--- config.mk ---
export PLATFORM = sky130hd
export DESIGN_NAME = multilevel_priority_task_scheduler_flat
export DESIGN_NICKNAME = d
export VERILOG_FILES = /design/src/rtl/mpts_pkg.sv /design/src/rtl/mpts_if.sv /design/src/rtl/mpts_slot_ram.sv /design/src/rtl/mpts_cmp_unit.sv /design/src/rtl/multilevel_priority_task_scheduler.sv /design/src/flat_wrapper.sv
export SDC_FILE = /design/constraint.sdc
export NUM_CORES = 2
export LEC_CHECK = 0
export BUFFER_PORTS_ARGS = -buffer_cell sky130_fd_sc_hd__buf_2
export CORE_ASPECT_RATIO = 0.8
export CORE_UTILIZATION = 55
export CTS_BUF_LIST = sky130_fd_sc_hd__clkbuf_2
export DETAILED_ROUTE_END_ITERATION = 10
export PLACE_DENSITY = 0.78
export SLEW_MARGIN = 5
export SYNTH_ARGS = -nofsm -noshare
export SYNTH_HDL_FRONTEND = slang
export SYNTH_SLANG_ARGS = --single-unit
--- constraint.sdc ---
create_clock -name clk -period 7.79 [get_ports clk]
set_clock_uncertainty 0.2 [all_clocks]
set_input_delay 0 -clock clk [delete_from_list [all_inputs] [get_ports clk]]
set_output_delay 0 -clock clk [all_outputs]
set_load 0.05 [all_outputs]
--- src/rtl/mpts_pkg.sv ---
`timescale 1ns / 1ps
package mpts_pkg;

  // table geometry
  localparam int TASK_W = 6;
  localparam int TASKS  = 2 ** TASK_W;
  localparam int LVL_W  = 3;
  localparam int LEVELS = 2 ** LVL_W;
  localparam int POS_W  = TASK_W;
  localparam int CNT_W  = TASK_W + 1;
  localparam int RUN_W  = 4;
  localparam int CMD_W  = 3;
  localparam int STAT_W = 2;

  // run state codes
  localparam logic [RUN_W-1:0] RUN_EXEC  = RUN_W'(0);
  localparam logic [RUN_W-1:0] RUN_READY = RUN_W'(1);

  typedef enum logic [CMD_W-1:0] {
    CMD_ADD     = 3'd0,
    CMD_REMOVE  = 3'd1,
    CMD_CHANGE  = 3'd2,
    CMD_SCHED   = 3'd3,
    CMD_BLOCK   = 3'd4,
    CMD_UNBLOCK = 3'd5
  } cmd_t;

  typedef enum logic [STAT_W-1:0] {
    STAT_OK     = 2'd0,
    STAT_ABSENT = 2'd1,
    STAT_NO_CUR = 2'd2
  } status_t;

  typedef enum logic [3:0] {
    S_IDLE,
    S_DECODE,
    S_FETCH,
    S_LOAD,
    S_UNLINK,
    S_DEC,
    S_APPEND,
    S_SCAN,
    S_RUN_RD,
    S_RUN_UPD,
    S_NEXT_RD,
    S_NEXT_UPD,
    S_DONE
  } state_t;

  // one slot memory word
  typedef struct packed {
    logic [RUN_W-1:0] run_state;
    logic [LVL_W-1:0] level;
    logic [POS_W-1:0] position;
  } slot_t;

  // best candidate found so far during a decision scan
  typedef struct packed {
    logic              valid;
    logic [TASK_W-1:0] idx;
    logic [LVL_W-1:0]  level;
    logic [POS_W-1:0]  position;
  } best_t;

  // verdict of the compare unit on one slot
  typedef struct packed {
    logic better;
    logic shift;
  } cmp_t;

  function automatic logic [LVL_W-1:0] clamp_level(input logic [LVL_W-1:0] p);
    return (32'(p) < LEVELS) ? p : LVL_W'(LEVELS - 1);
  endfunction

endpackage

--- src/rtl/mpts_if.sv ---
`timescale 1ns / 1ps
interface mpts_cmd_if;
  import mpts_pkg::*;
  logic                valid;
  logic                ready;
  logic [CMD_W-1:0]    command;
  logic [TASK_W-1:0]   task_id;
  logic [LVL_W-1:0]    priority_req;
  logic [RUN_W-1:0]    new_state;
  modport source (output valid, command, task_id, priority_req, new_state, input ready);
  modport sink   (input valid, command, task_id, priority_req, new_state, output ready);
endinterface

interface mpts_res_if;
  import mpts_pkg::*;
  logic                valid;
  logic                ready;
  logic [STAT_W-1:0]   status;
  logic [TASK_W-1:0]   from_task;
  logic                prev_valid;
  logic [TASK_W-1:0]   to_task;
  logic                switched;
  modport source (output valid, status, from_task, prev_valid, to_task, switched,
                  input ready);
  modport sink   (input valid, status, from_task, prev_valid, to_task, switched,
                  output ready);
endinterface

interface mpts_cfg_if;
  import mpts_pkg::*;
  logic                valid;
  logic                ready;
  logic [TASK_W-1:0]   idle_slot_id;
  modport source (output valid, idle_slot_id, input ready);
  modport sink   (input valid, idle_slot_id, output ready);
endinterface

--- src/rtl/mpts_slot_ram.sv ---
`timescale 1ns / 1ps
module mpts_slot_ram #(
  parameter int WIDTH = 8,
  parameter int DEPTH = 64
) (
  input  logic                     clk,
  input  logic                     we,
  input  logic [$clog2(DEPTH)-1:0] waddr,
  input  logic [WIDTH-1:0]         wdata,
  input  logic [$clog2(DEPTH)-1:0] raddr,
  output logic [WIDTH-1:0]         rdata
);

  logic [WIDTH-1:0] mem [DEPTH];

  // write port
  always_ff @(posedge clk) begin
    if (we) begin
      mem[waddr] <= wdata;
    end
  end

  // registered read port
  always_ff @(posedge clk) begin
    rdata <= mem[raddr];
  end

endmodule

--- src/rtl/mpts_cmp_unit.sv ---
`timescale 1ns / 1ps
module mpts_cmp_unit
  import mpts_pkg::*;
(
  input  slot_t            slot,
  input  logic             present,
  input  logic             self_hit,
  input  slot_t            tgt,
  input  best_t            best,
  output cmp_t             verdict,
  output logic [POS_W-1:0] pos_dec
);

  logic ready_slot;
  logic ahead;

  // candidate ordering: lower level first, then earlier queue position
  assign ready_slot = present && (slot.run_state == RUN_READY);
  assign ahead      = !best.valid || (slot.level < best.level) ||
                      ((slot.level == best.level) && (slot.position < best.position));

  assign verdict.better = ready_slot && ahead;

  // slots behind the one leaving its queue move up by one
  assign verdict.shift = present && !self_hit && (slot.level == tgt.level) &&
                         (slot.position > tgt.position);
  assign pos_dec       = slot.position - POS_W'(1);

endmodule

--- src/rtl/multilevel_priority_task_scheduler.sv ---
`timescale 1ns / 1ps
// Multilevel priority task scheduler. Holds a table of 64 task slots, each queued FIFO in one
// of 8 priority levels (level 0 most urgent), and takes one command beat at a time: add,
// remove, change level, schedule, block current, unblock. Every command returns exactly one
// result beat. Remove and change level walk the slot memory, since every slot behind the
// leaving one is renumbered; schedule, block and unblock walk all 64 slots to find the ready
// task. A refused or unused command, or a change to the same level, skips the walk. The
// walk reads one slot memory word per cycle through a single compare unit. cmd.ready is
// high only between commands; a finished result waits in its own register, so the next
// command can be taken while it is still unread. The idle_slot_id register is written
// through the cfg channel, which is always ready.
module multilevel_priority_task_scheduler
  import mpts_pkg::*;
(
  input  logic       clk,
  input  logic       rst,
  mpts_cmd_if.sink   cmd,
  mpts_res_if.source res,
  mpts_cfg_if.sink   cfg
);

  state_t            state, state_next;

  // latched command
  logic [CMD_W-1:0]  req_cmd;
  logic [TASK_W-1:0] req_id;
  logic [LVL_W-1:0]  req_lvl;
  logic [RUN_W-1:0]  req_nst;

  // scheduler state
  logic [TASKS-1:0]  present;
  logic [CNT_W-1:0]  level_count [LEVELS];
  logic [TASK_W-1:0] running_task;
  logic              running_valid;
  logic [TASK_W-1:0] idle_slot;

  // walk control
  logic [TASK_W:0]   scan_cnt;
  logic              pend;
  logic [TASK_W-1:0] pend_idx;
  best_t             best;
  slot_t             tgt;

  // result being built and result register
  logic [STAT_W-1:0] status_r;
  logic [TASK_W-1:0] from_task_r;
  logic              prev_valid_r;
  logic              switched_r;
  logic              res_valid;
  logic [STAT_W-1:0] res_status;
  logic [TASK_W-1:0] res_from_task;
  logic              res_prev_valid;
  logic [TASK_W-1:0] res_to_task;
  logic              res_switched;

  // memory and unit wiring
  logic              mem_we;
  logic [TASK_W-1:0] mem_waddr;
  slot_t             mem_wdata;
  logic [TASK_W-1:0] mem_raddr;
  slot_t             rdata;
  cmp_t              verdict;
  logic [POS_W-1:0]  pos_dec;
  logic [LVL_W-1:0]  cnt_idx;
  logic [CNT_W-1:0]  cnt_sel;
  logic              cur_exec;
  logic [TASK_W-1:0] next_sel;
  logic              scan_end;
  logic [STAT_W-1:0] dec_status;
  logic              res_load;

  mpts_slot_ram #(
    .WIDTH ($bits(slot_t)),
    .DEPTH (TASKS)
  ) u_ram (
    .clk   (clk),
    .we    (mem_we),
    .waddr (mem_waddr),
    .wdata (mem_wdata),
    .raddr (mem_raddr),
    .rdata (rdata)
  );

  mpts_cmp_unit u_cmp (
    .slot     (rdata),
    .present  (present[pend_idx]),
    .self_hit (pend_idx == req_id),
    .tgt      (tgt),
    .best     (best),
    .verdict  (verdict),
    .pos_dec  (pos_dec)
  );

  // shared helpers
  assign scan_end = (scan_cnt == (TASK_W+1)'(TASKS));
  assign cnt_idx  = (state == S_DEC) ? tgt.level : req_lvl;
  assign cnt_sel  = level_count[cnt_idx];
  assign cur_exec = running_valid && present[running_task] && (rdata.run_state == RUN_EXEC);
  assign res_load = (state == S_DONE) && (!res_valid || res.ready);

  always_comb begin
    if (!best.valid) begin
      next_sel = idle_slot;
    end else if (cur_exec && (rdata.level < best.level)) begin
      next_sel = running_task;
    end else begin
      next_sel = best.idx;
    end
  end

  // early status from the latched command
  always_comb begin
    dec_status = STAT_OK;
    case (req_cmd)
      CMD_ADD: begin
        if (present[req_id]) dec_status = STAT_ABSENT;
      end
      CMD_REMOVE, CMD_CHANGE, CMD_UNBLOCK: begin
        if (!present[req_id]) dec_status = STAT_ABSENT;
      end
      CMD_BLOCK: begin
        if (!running_valid) dec_status = STAT_NO_CUR;
      end
      default: dec_status = STAT_OK;
    endcase
  end

  // next state
  always_comb begin
    state_next = state;
    case (state)
      S_IDLE: begin
        if (cmd.valid) state_next = S_DECODE;
      end
      S_DECODE: begin
        if (dec_status != STAT_OK) begin
          state_next = S_DONE;
        end else begin
          case (req_cmd)
            CMD_ADD:                                      state_next = S_APPEND;
            CMD_REMOVE, CMD_CHANGE, CMD_BLOCK, CMD_UNBLOCK: state_next = S_FETCH;
            CMD_SCHED:                                    state_next = S_SCAN;
            default:                                      state_next = S_DONE;
          endcase
        end
      end
      S_FETCH: state_next = S_LOAD;
      S_LOAD: begin
        if (req_cmd == CMD_BLOCK || req_cmd == CMD_UNBLOCK) begin
          state_next = S_SCAN;
        end else if (req_cmd == CMD_CHANGE && rdata.level == req_lvl) begin
          state_next = S_DONE;
        end else begin
          state_next = S_UNLINK;
        end
      end
      S_UNLINK: begin
        if (scan_end) state_next = S_DEC;
      end
      S_DEC:    state_next = (req_cmd == CMD_CHANGE) ? S_APPEND : S_DONE;
      S_APPEND: state_next = S_DONE;
      S_SCAN: begin
        if (scan_end) state_next = S_RUN_RD;
      end
      S_RUN_RD:   state_next = S_RUN_UPD;
      S_RUN_UPD:  state_next = S_NEXT_RD;
      S_NEXT_RD:  state_next = S_NEXT_UPD;
      S_NEXT_UPD: state_next = S_DONE;
      S_DONE: begin
        if (res_load) state_next = S_IDLE;
      end
      default: state_next = S_IDLE;
    endcase
  end

  // memory port control
  always_comb begin
    mem_we    = 1'b0;
    mem_waddr = req_id;
    mem_wdata = rdata;
    mem_raddr = req_id;
    case (state)
      S_FETCH: begin
        mem_raddr = (req_cmd == CMD_BLOCK) ? running_task : req_id;
      end
      S_LOAD: begin
        if (req_cmd == CMD_BLOCK) begin
          mem_we              = present[running_task];
          mem_waddr           = running_task;
          mem_wdata.run_state = req_nst;
        end else if (req_cmd == CMD_UNBLOCK) begin
          mem_we              = 1'b1;
          mem_wdata.run_state = RUN_READY;
        end
      end
      S_UNLINK: begin
        mem_raddr          = scan_cnt[TASK_W-1:0];
        mem_we             = pend && verdict.shift;
        mem_waddr          = pend_idx;
        mem_wdata.position = pos_dec;
      end
      S_SCAN: begin
        mem_raddr = scan_cnt[TASK_W-1:0];
      end
      S_APPEND: begin
        mem_we              = 1'b1;
        mem_wdata.run_state = (req_cmd == CMD_ADD) ? RUN_READY : tgt.run_state;
        mem_wdata.level     = req_lvl;
        mem_wdata.position  = cnt_sel[POS_W-1:0];
      end
      S_RUN_RD: begin
        mem_raddr = running_task;
      end
      S_RUN_UPD: begin
        mem_we              = cur_exec;
        mem_waddr           = running_task;
        mem_wdata.run_state = RUN_READY;
      end
      S_NEXT_RD: begin
        mem_raddr = running_task;
      end
      S_NEXT_UPD: begin
        mem_we              = present[running_task] && (rdata.run_state == RUN_READY);
        mem_waddr           = running_task;
        mem_wdata.run_state = RUN_EXEC;
      end
      default: mem_we = 1'b0;
    endcase
  end

  // control state
  always_ff @(posedge clk) begin
    if (rst) begin
      state         <= S_IDLE;
      present       <= '0;
      running_task  <= '0;
      running_valid <= 1'b0;
      idle_slot     <= '0;
      res_valid     <= 1'b0;
      for (int l = 0; l < LEVELS; l++) level_count[l] <= '0;
    end else begin
      state <= state_next;
      if (cfg.valid) idle_slot <= cfg.idle_slot_id;
      if (res_load) begin
        res_valid <= 1'b1;
      end else if (res.ready) begin
        res_valid <= 1'b0;
      end
      case (state)
        S_DEC: begin
          if (cnt_sel != '0) level_count[cnt_idx] <= cnt_sel - CNT_W'(1);
          if (req_cmd == CMD_REMOVE) present[req_id] <= 1'b0;
        end
        S_APPEND: begin
          level_count[cnt_idx] <= cnt_sel + CNT_W'(1);
          present[req_id]      <= 1'b1;
        end
        S_RUN_UPD: begin
          running_task  <= next_sel;
          running_valid <= 1'b1;
        end
        default: begin
        end
      endcase
    end
  end

  // walk counter and best candidate, kept until the decision is taken
  always_ff @(posedge clk) begin
    if (state == S_SCAN || state == S_UNLINK) begin
      if (!scan_end) scan_cnt <= scan_cnt + (TASK_W+1)'(1);
      pend     <= !scan_end;
      pend_idx <= scan_cnt[TASK_W-1:0];
      if (state == S_SCAN && pend && verdict.better) begin
        best.valid    <= 1'b1;
        best.idx      <= pend_idx;
        best.level    <= rdata.level;
        best.position <= rdata.position;
      end
    end else begin
      scan_cnt <= '0;
      pend     <= 1'b0;
      if (state == S_DECODE) best.valid <= 1'b0;
    end
  end

  // command latch and result fields
  always_ff @(posedge clk) begin
    if (state == S_IDLE && cmd.valid) begin
      req_cmd      <= cmd.command;
      req_id       <= cmd.task_id;
      req_lvl      <= clamp_level(cmd.priority_req);
      req_nst      <= cmd.new_state;
      from_task_r  <= '0;
      prev_valid_r <= 1'b0;
      switched_r   <= 1'b0;
    end
    if (state == S_DECODE) status_r <= dec_status;
    if (state == S_LOAD) tgt <= rdata;
    if (state == S_RUN_UPD) begin
      from_task_r  <= running_task;
      prev_valid_r <= running_valid;
      switched_r   <= 1'b1;
    end
    if (res_load) begin
      res_status     <= status_r;
      res_from_task  <= from_task_r;
      res_prev_valid <= prev_valid_r;
      res_to_task    <= running_task;
      res_switched   <= switched_r;
    end
  end

  // ports
  assign cmd.ready      = (state == S_IDLE);
  assign cfg.ready      = 1'b1;
  assign res.valid      = res_valid;
  assign res.status     = res_status;
  assign res.from_task  = res_from_task;
  assign res.prev_valid = res_prev_valid;
  assign res.to_task    = res_to_task;
  assign res.switched   = res_switched;

endmodule

--- src/flat_wrapper.sv ---
// flat-port wrapper written by rule: the top's interface ports become plain ports
module multilevel_priority_task_scheduler_flat import mpts_pkg::*;
  (clk, rst, cmd_valid, cmd_command, cmd_task_id, cmd_priority_req, cmd_new_state, cmd_ready, res_valid, res_status, res_from_task, res_prev_valid, res_to_task, res_switched, res_ready, cfg_valid, cfg_idle_slot_id, cfg_ready);
  mpts_cmd_if cmd_i ();
  mpts_res_if res_i ();
  mpts_cfg_if cfg_i ();
  input  logic clk;
  input  logic rst;
  input wire logic [$bits(cmd_i.valid)-1:0] cmd_valid;
  input wire logic [$bits(cmd_i.command)-1:0] cmd_command;
  input wire logic [$bits(cmd_i.task_id)-1:0] cmd_task_id;
  input wire logic [$bits(cmd_i.priority_req)-1:0] cmd_priority_req;
  input wire logic [$bits(cmd_i.new_state)-1:0] cmd_new_state;
  output wire logic [$bits(cmd_i.ready)-1:0] cmd_ready;
  output wire logic [$bits(res_i.valid)-1:0] res_valid;
  output wire logic [$bits(res_i.status)-1:0] res_status;
  output wire logic [$bits(res_i.from_task)-1:0] res_from_task;
  output wire logic [$bits(res_i.prev_valid)-1:0] res_prev_valid;
  output wire logic [$bits(res_i.to_task)-1:0] res_to_task;
  output wire logic [$bits(res_i.switched)-1:0] res_switched;
  input wire logic [$bits(res_i.ready)-1:0] res_ready;
  input wire logic [$bits(cfg_i.valid)-1:0] cfg_valid;
  input wire logic [$bits(cfg_i.idle_slot_id)-1:0] cfg_idle_slot_id;
  output wire logic [$bits(cfg_i.ready)-1:0] cfg_ready;
  assign cmd_i.valid = cmd_valid;
  assign cmd_i.command = cmd_command;
  assign cmd_i.task_id = cmd_task_id;
  assign cmd_i.priority_req = cmd_priority_req;
  assign cmd_i.new_state = cmd_new_state;
  assign cmd_ready = cmd_i.ready;
  assign res_valid = res_i.valid;
  assign res_status = res_i.status;
  assign res_from_task = res_i.from_task;
  assign res_prev_valid = res_i.prev_valid;
  assign res_to_task = res_i.to_task;
  assign res_switched = res_i.switched;
  assign res_i.ready = res_ready;
  assign cfg_i.valid = cfg_valid;
  assign cfg_i.idle_slot_id = cfg_idle_slot_id;
  assign cfg_ready = cfg_i.ready;
  multilevel_priority_task_scheduler u_core (.clk(clk), .rst(rst), .cmd(cmd_i), .res(res_i), .cfg(cfg_i));
endmodule
==> flow_summary.ini <==
[logic_synthesis]
synth.area.top_cells = edfxtp_1, dfxtp_1, mux2i_1, o21ai_0, a211oi_1
synth_top_area_cell = edfxtp_1
synth-edff-count = 964
yosysWarnings = 0
ys_seq_area_share_pct = 65.9
async_flop_share_pct = 0
synth.avg_cell_area_um2 = 13.1
synth_nets = 3636
syn_inst = 3586
synth_cell_types = 90
synth-seq-cells = 1068
syn-cell-area_mm2 = 0.0471
synth_ff_type = edfxtp_1
synth_top_area_share_pct = 61.4

[sta]
whs_ps = 117
setup_violations = 0
hold_viol = 0
maxSlewViolCount = 0
slew_headroom_pct = 9.96
rsz0062_at_grt = false
worst_pin_slew_ps = 1340
setup_tns_ps = 0
fin_crit_sh_pct = 69.0
fmax_ghz = 0.186
period_needed_ps = 5380

[placement]
place_congestion = 0.981
portBuffers = 44
place_hpwl_mm = 78.5

[cells_and_area]
area_delta_synth_final_pct = 10.0
nets = 3788
drive_gt1_share_pct = 17.5
fillers = 6323

[floorplanning]
chipHeight_um = 264
start_util_pct = 55.8
num_io_pins = 46
coreArea_mm2 = 0.0844
die_area_mm2 = 0.0868
die_x_um = 329
rows = 95

[route]
wirelength_mm = 135
first_pass_iters = 9
viasPerCell = 6.84
first_iter_violations = 5773
wl_per_cell_um = 26.6
ant_nets = 0
num_vias = 34600
drc = 2

[grt]
grt_pass1_wl_mm = 200
grt_max_degree = 162
grt_pass1_vias = 32300
grt_antenna_before_repair = 5
overflow = 0
gr-usage-all-layers_pct = 30.5

[run_status]
status = finished with violations
violations = design-rule violations

[clock_network]
worstSkewPairLatency_ps = 1570
root_buffer = clkbuf_2
htreeDepth = 4
cts_buffers = 236
cts_resized = 0
clk_pin_slew_ps = 100
cts.sinks = 1068
cts_hold_buf = 97
clockBufferDepth = 3
cts_tree = done
cts_post_setup_buffers_inserted = 0

[worst_setup_path]
end_kind = register
path_class = reg -> reg
startpoint_type = register
critPathMaxStageDelay_ps = 1330
required_ps = 8670
arrival_ps = 6260
crit_chain = buf_4, nand2b_1, or2_2, inv_1, o21ai_0, a21oi_1, nand3_1, nor3_2
slowest_stage = nor3_2
crit_fanout = 34

[worst_hold_path]
hold_path.class = in -> reg

[run]
drv_cap = 0
-- sequential cells by signal, indices dropped and copies added, names as in the netlist, 4 cells and up, named ones only --
| register | cells |
|---|---|
| u_core.u_ram.mem | 832 |
| u_core.res.from_task | 6 |
| u_core.u_ram.rdata | 13 |
| u_core.best | 16 |
| u_core.req_nst | 4 |
| u_core.from_task_r | 6 |
| u_core.scan_cnt | 7 |
| u_core.req_id | 6 |
| u_core.pend_idx | 6 |
| u_core.level_count | 56 |
| u_core.res.to_task | 6 |
| u_core.idle_slot | 6 |
| u_core.running_task | 6 |
| u_core.tgt | 13 |
| u_core.state | 4 |
-- logic make-up (layout without fill, tap and decap cells) --
| kind of cell | count (synthesis) | after routing | synth area share (%) |
|---|---|---|---|
| AOI/OAI and AO/OA | 953 | 953 | 13.7 |
| buffers and inverters | 359 | 706 | 3.17 |
| adders and majority gates | 23 | 23 | 0.627 |
| DFF | 1068 | 1068 | 65.9 |
| and+or+nand+nor | 935 | 935 | 10.1 |
| xor gates and xnor gates | 26 | 26 | 0.483 |
| muxes | 221 | 221 | 6.09 |
| other | 1 | 9 | 0.00796 |
-- layout make-up --
type	count	area, um^2	share of cell area [%]
inverters	46	173	0.333
clock inverters	68	385	0.744
diodes	8	20.0	0.0386
well taps	1115	1400	2.69
repair buffers	227	1870	3.62
flip-flops and latches	1068	31000	59.9
clock buffers	365	1830	3.52
multi-input cells	2159	15100	29.2
-- critical path: cells and delay by family (launching register included) --
| family | cells | cell delay (ps) |
|---|---|---|
| flops | 1 | 420 |
| buf+inv | 2 | 860 |
| simple gates | 4 | 2770 |
| compound gates | 2 | 690 |
-- layout by cell type (no fill, tap or decap), types with 11 or more instances in the layout --
cell type and n:
buf_4 83, clkbuf_2 365, ha_1 22, o22a_1 16, a21oi_1 122, xnor2_1 19, clkinv_1 53, a41oi_1 27
a2111oi_0 50, edfxtp_1 964, a211o_1 107, nor3_1 44, mux4_2 52, nand3_1 244, nor3_2 53, nand4_1 36
a211oi_1 174, a221oi_1 44, dlygate4sd3_1 97, o21ai_0 304, a31oi_1 11, nand2_1 138, nor2_1 167, and3_1 76
dfxtp_1 104, nand2b_1 19, inv_1 42, mux2i_1 161, nor4_1 43, or3_1 29, buf_2 44
-- per-layer routing --
layer	wire length (um)	global-route usage, %
met1	51300	43.4
met2	58700	43.6
met3	19900	10.1
met4	4670	11.4
met5	33	0
-- Yosys cell counts (8+ instances only) --
cell,count
a41oi_1,28
nand2_1,145
a211oi_1,174
a211o_1,108
nor3_1,98
nand3_1,244
nor3b_1,14
o22a_1,16
and2_1,8
a2111oi_0,50
ha_1,22
a21o_1,8
and3_1,77
edfxtp_1,964
buf_2,70
nand2b_1,20
mux2i_1,162
nand4_1,36
a31oi_1,11
a21oi_1,124
buf_1,25
or3_1,29
nor4_1,43
mux4_2,52
xnor2_1,19
nor2b_1,9
o21ai_0,309
clkbuf_1,205
a221oi_1,44
nor2_1,171
inv_1,42
dfxtp_1,104
-- worst paths after layout --
| kind | to | cells past startpoint | slack, ps | start |
|---|---|---|---|---|
| worst min register to register | u_core.res.from_task[1]$_DFFE_PP_ | 0 | 220 | u_core.from_task_r[1]$_SDFFCE_PN0P_ |
| worst max-delay path | u_core.u_ram.mem[7][4]$_DFFE_PP_ | 8 | 2410 | u_core.state[1]$_SDFFE_PP0P_ |
| worst max register to register | u_core.u_ram.mem[7][4]$_DFFE_PP_ | 8 | 2410 | u_core.state[1]$_SDFFE_PP0P_ |
| worst min-delay path | u_core.req_cmd[2]$_DFFE_PP_ | 4 | 120 | cmd_command[2] |
-- metrics by stage --
stage          utilization (%)  cells  area (um^2)  setup slack [ps]
3_5_place_dp              57.6   4518        48600              2670
6_report                  61.4   5056        51800              2410
4_1_cts                   61.4   5048        51800              2680
2_1_floorplan                -   3586        47100              1970
3_3_place_gp              57.6   4518        48600              2860
5_1_grt                   61.4   5054        51800              2340
Power is not shown: default switching activity piles up to over one toggle a cycle in this logic, so the estimate is an artifact.
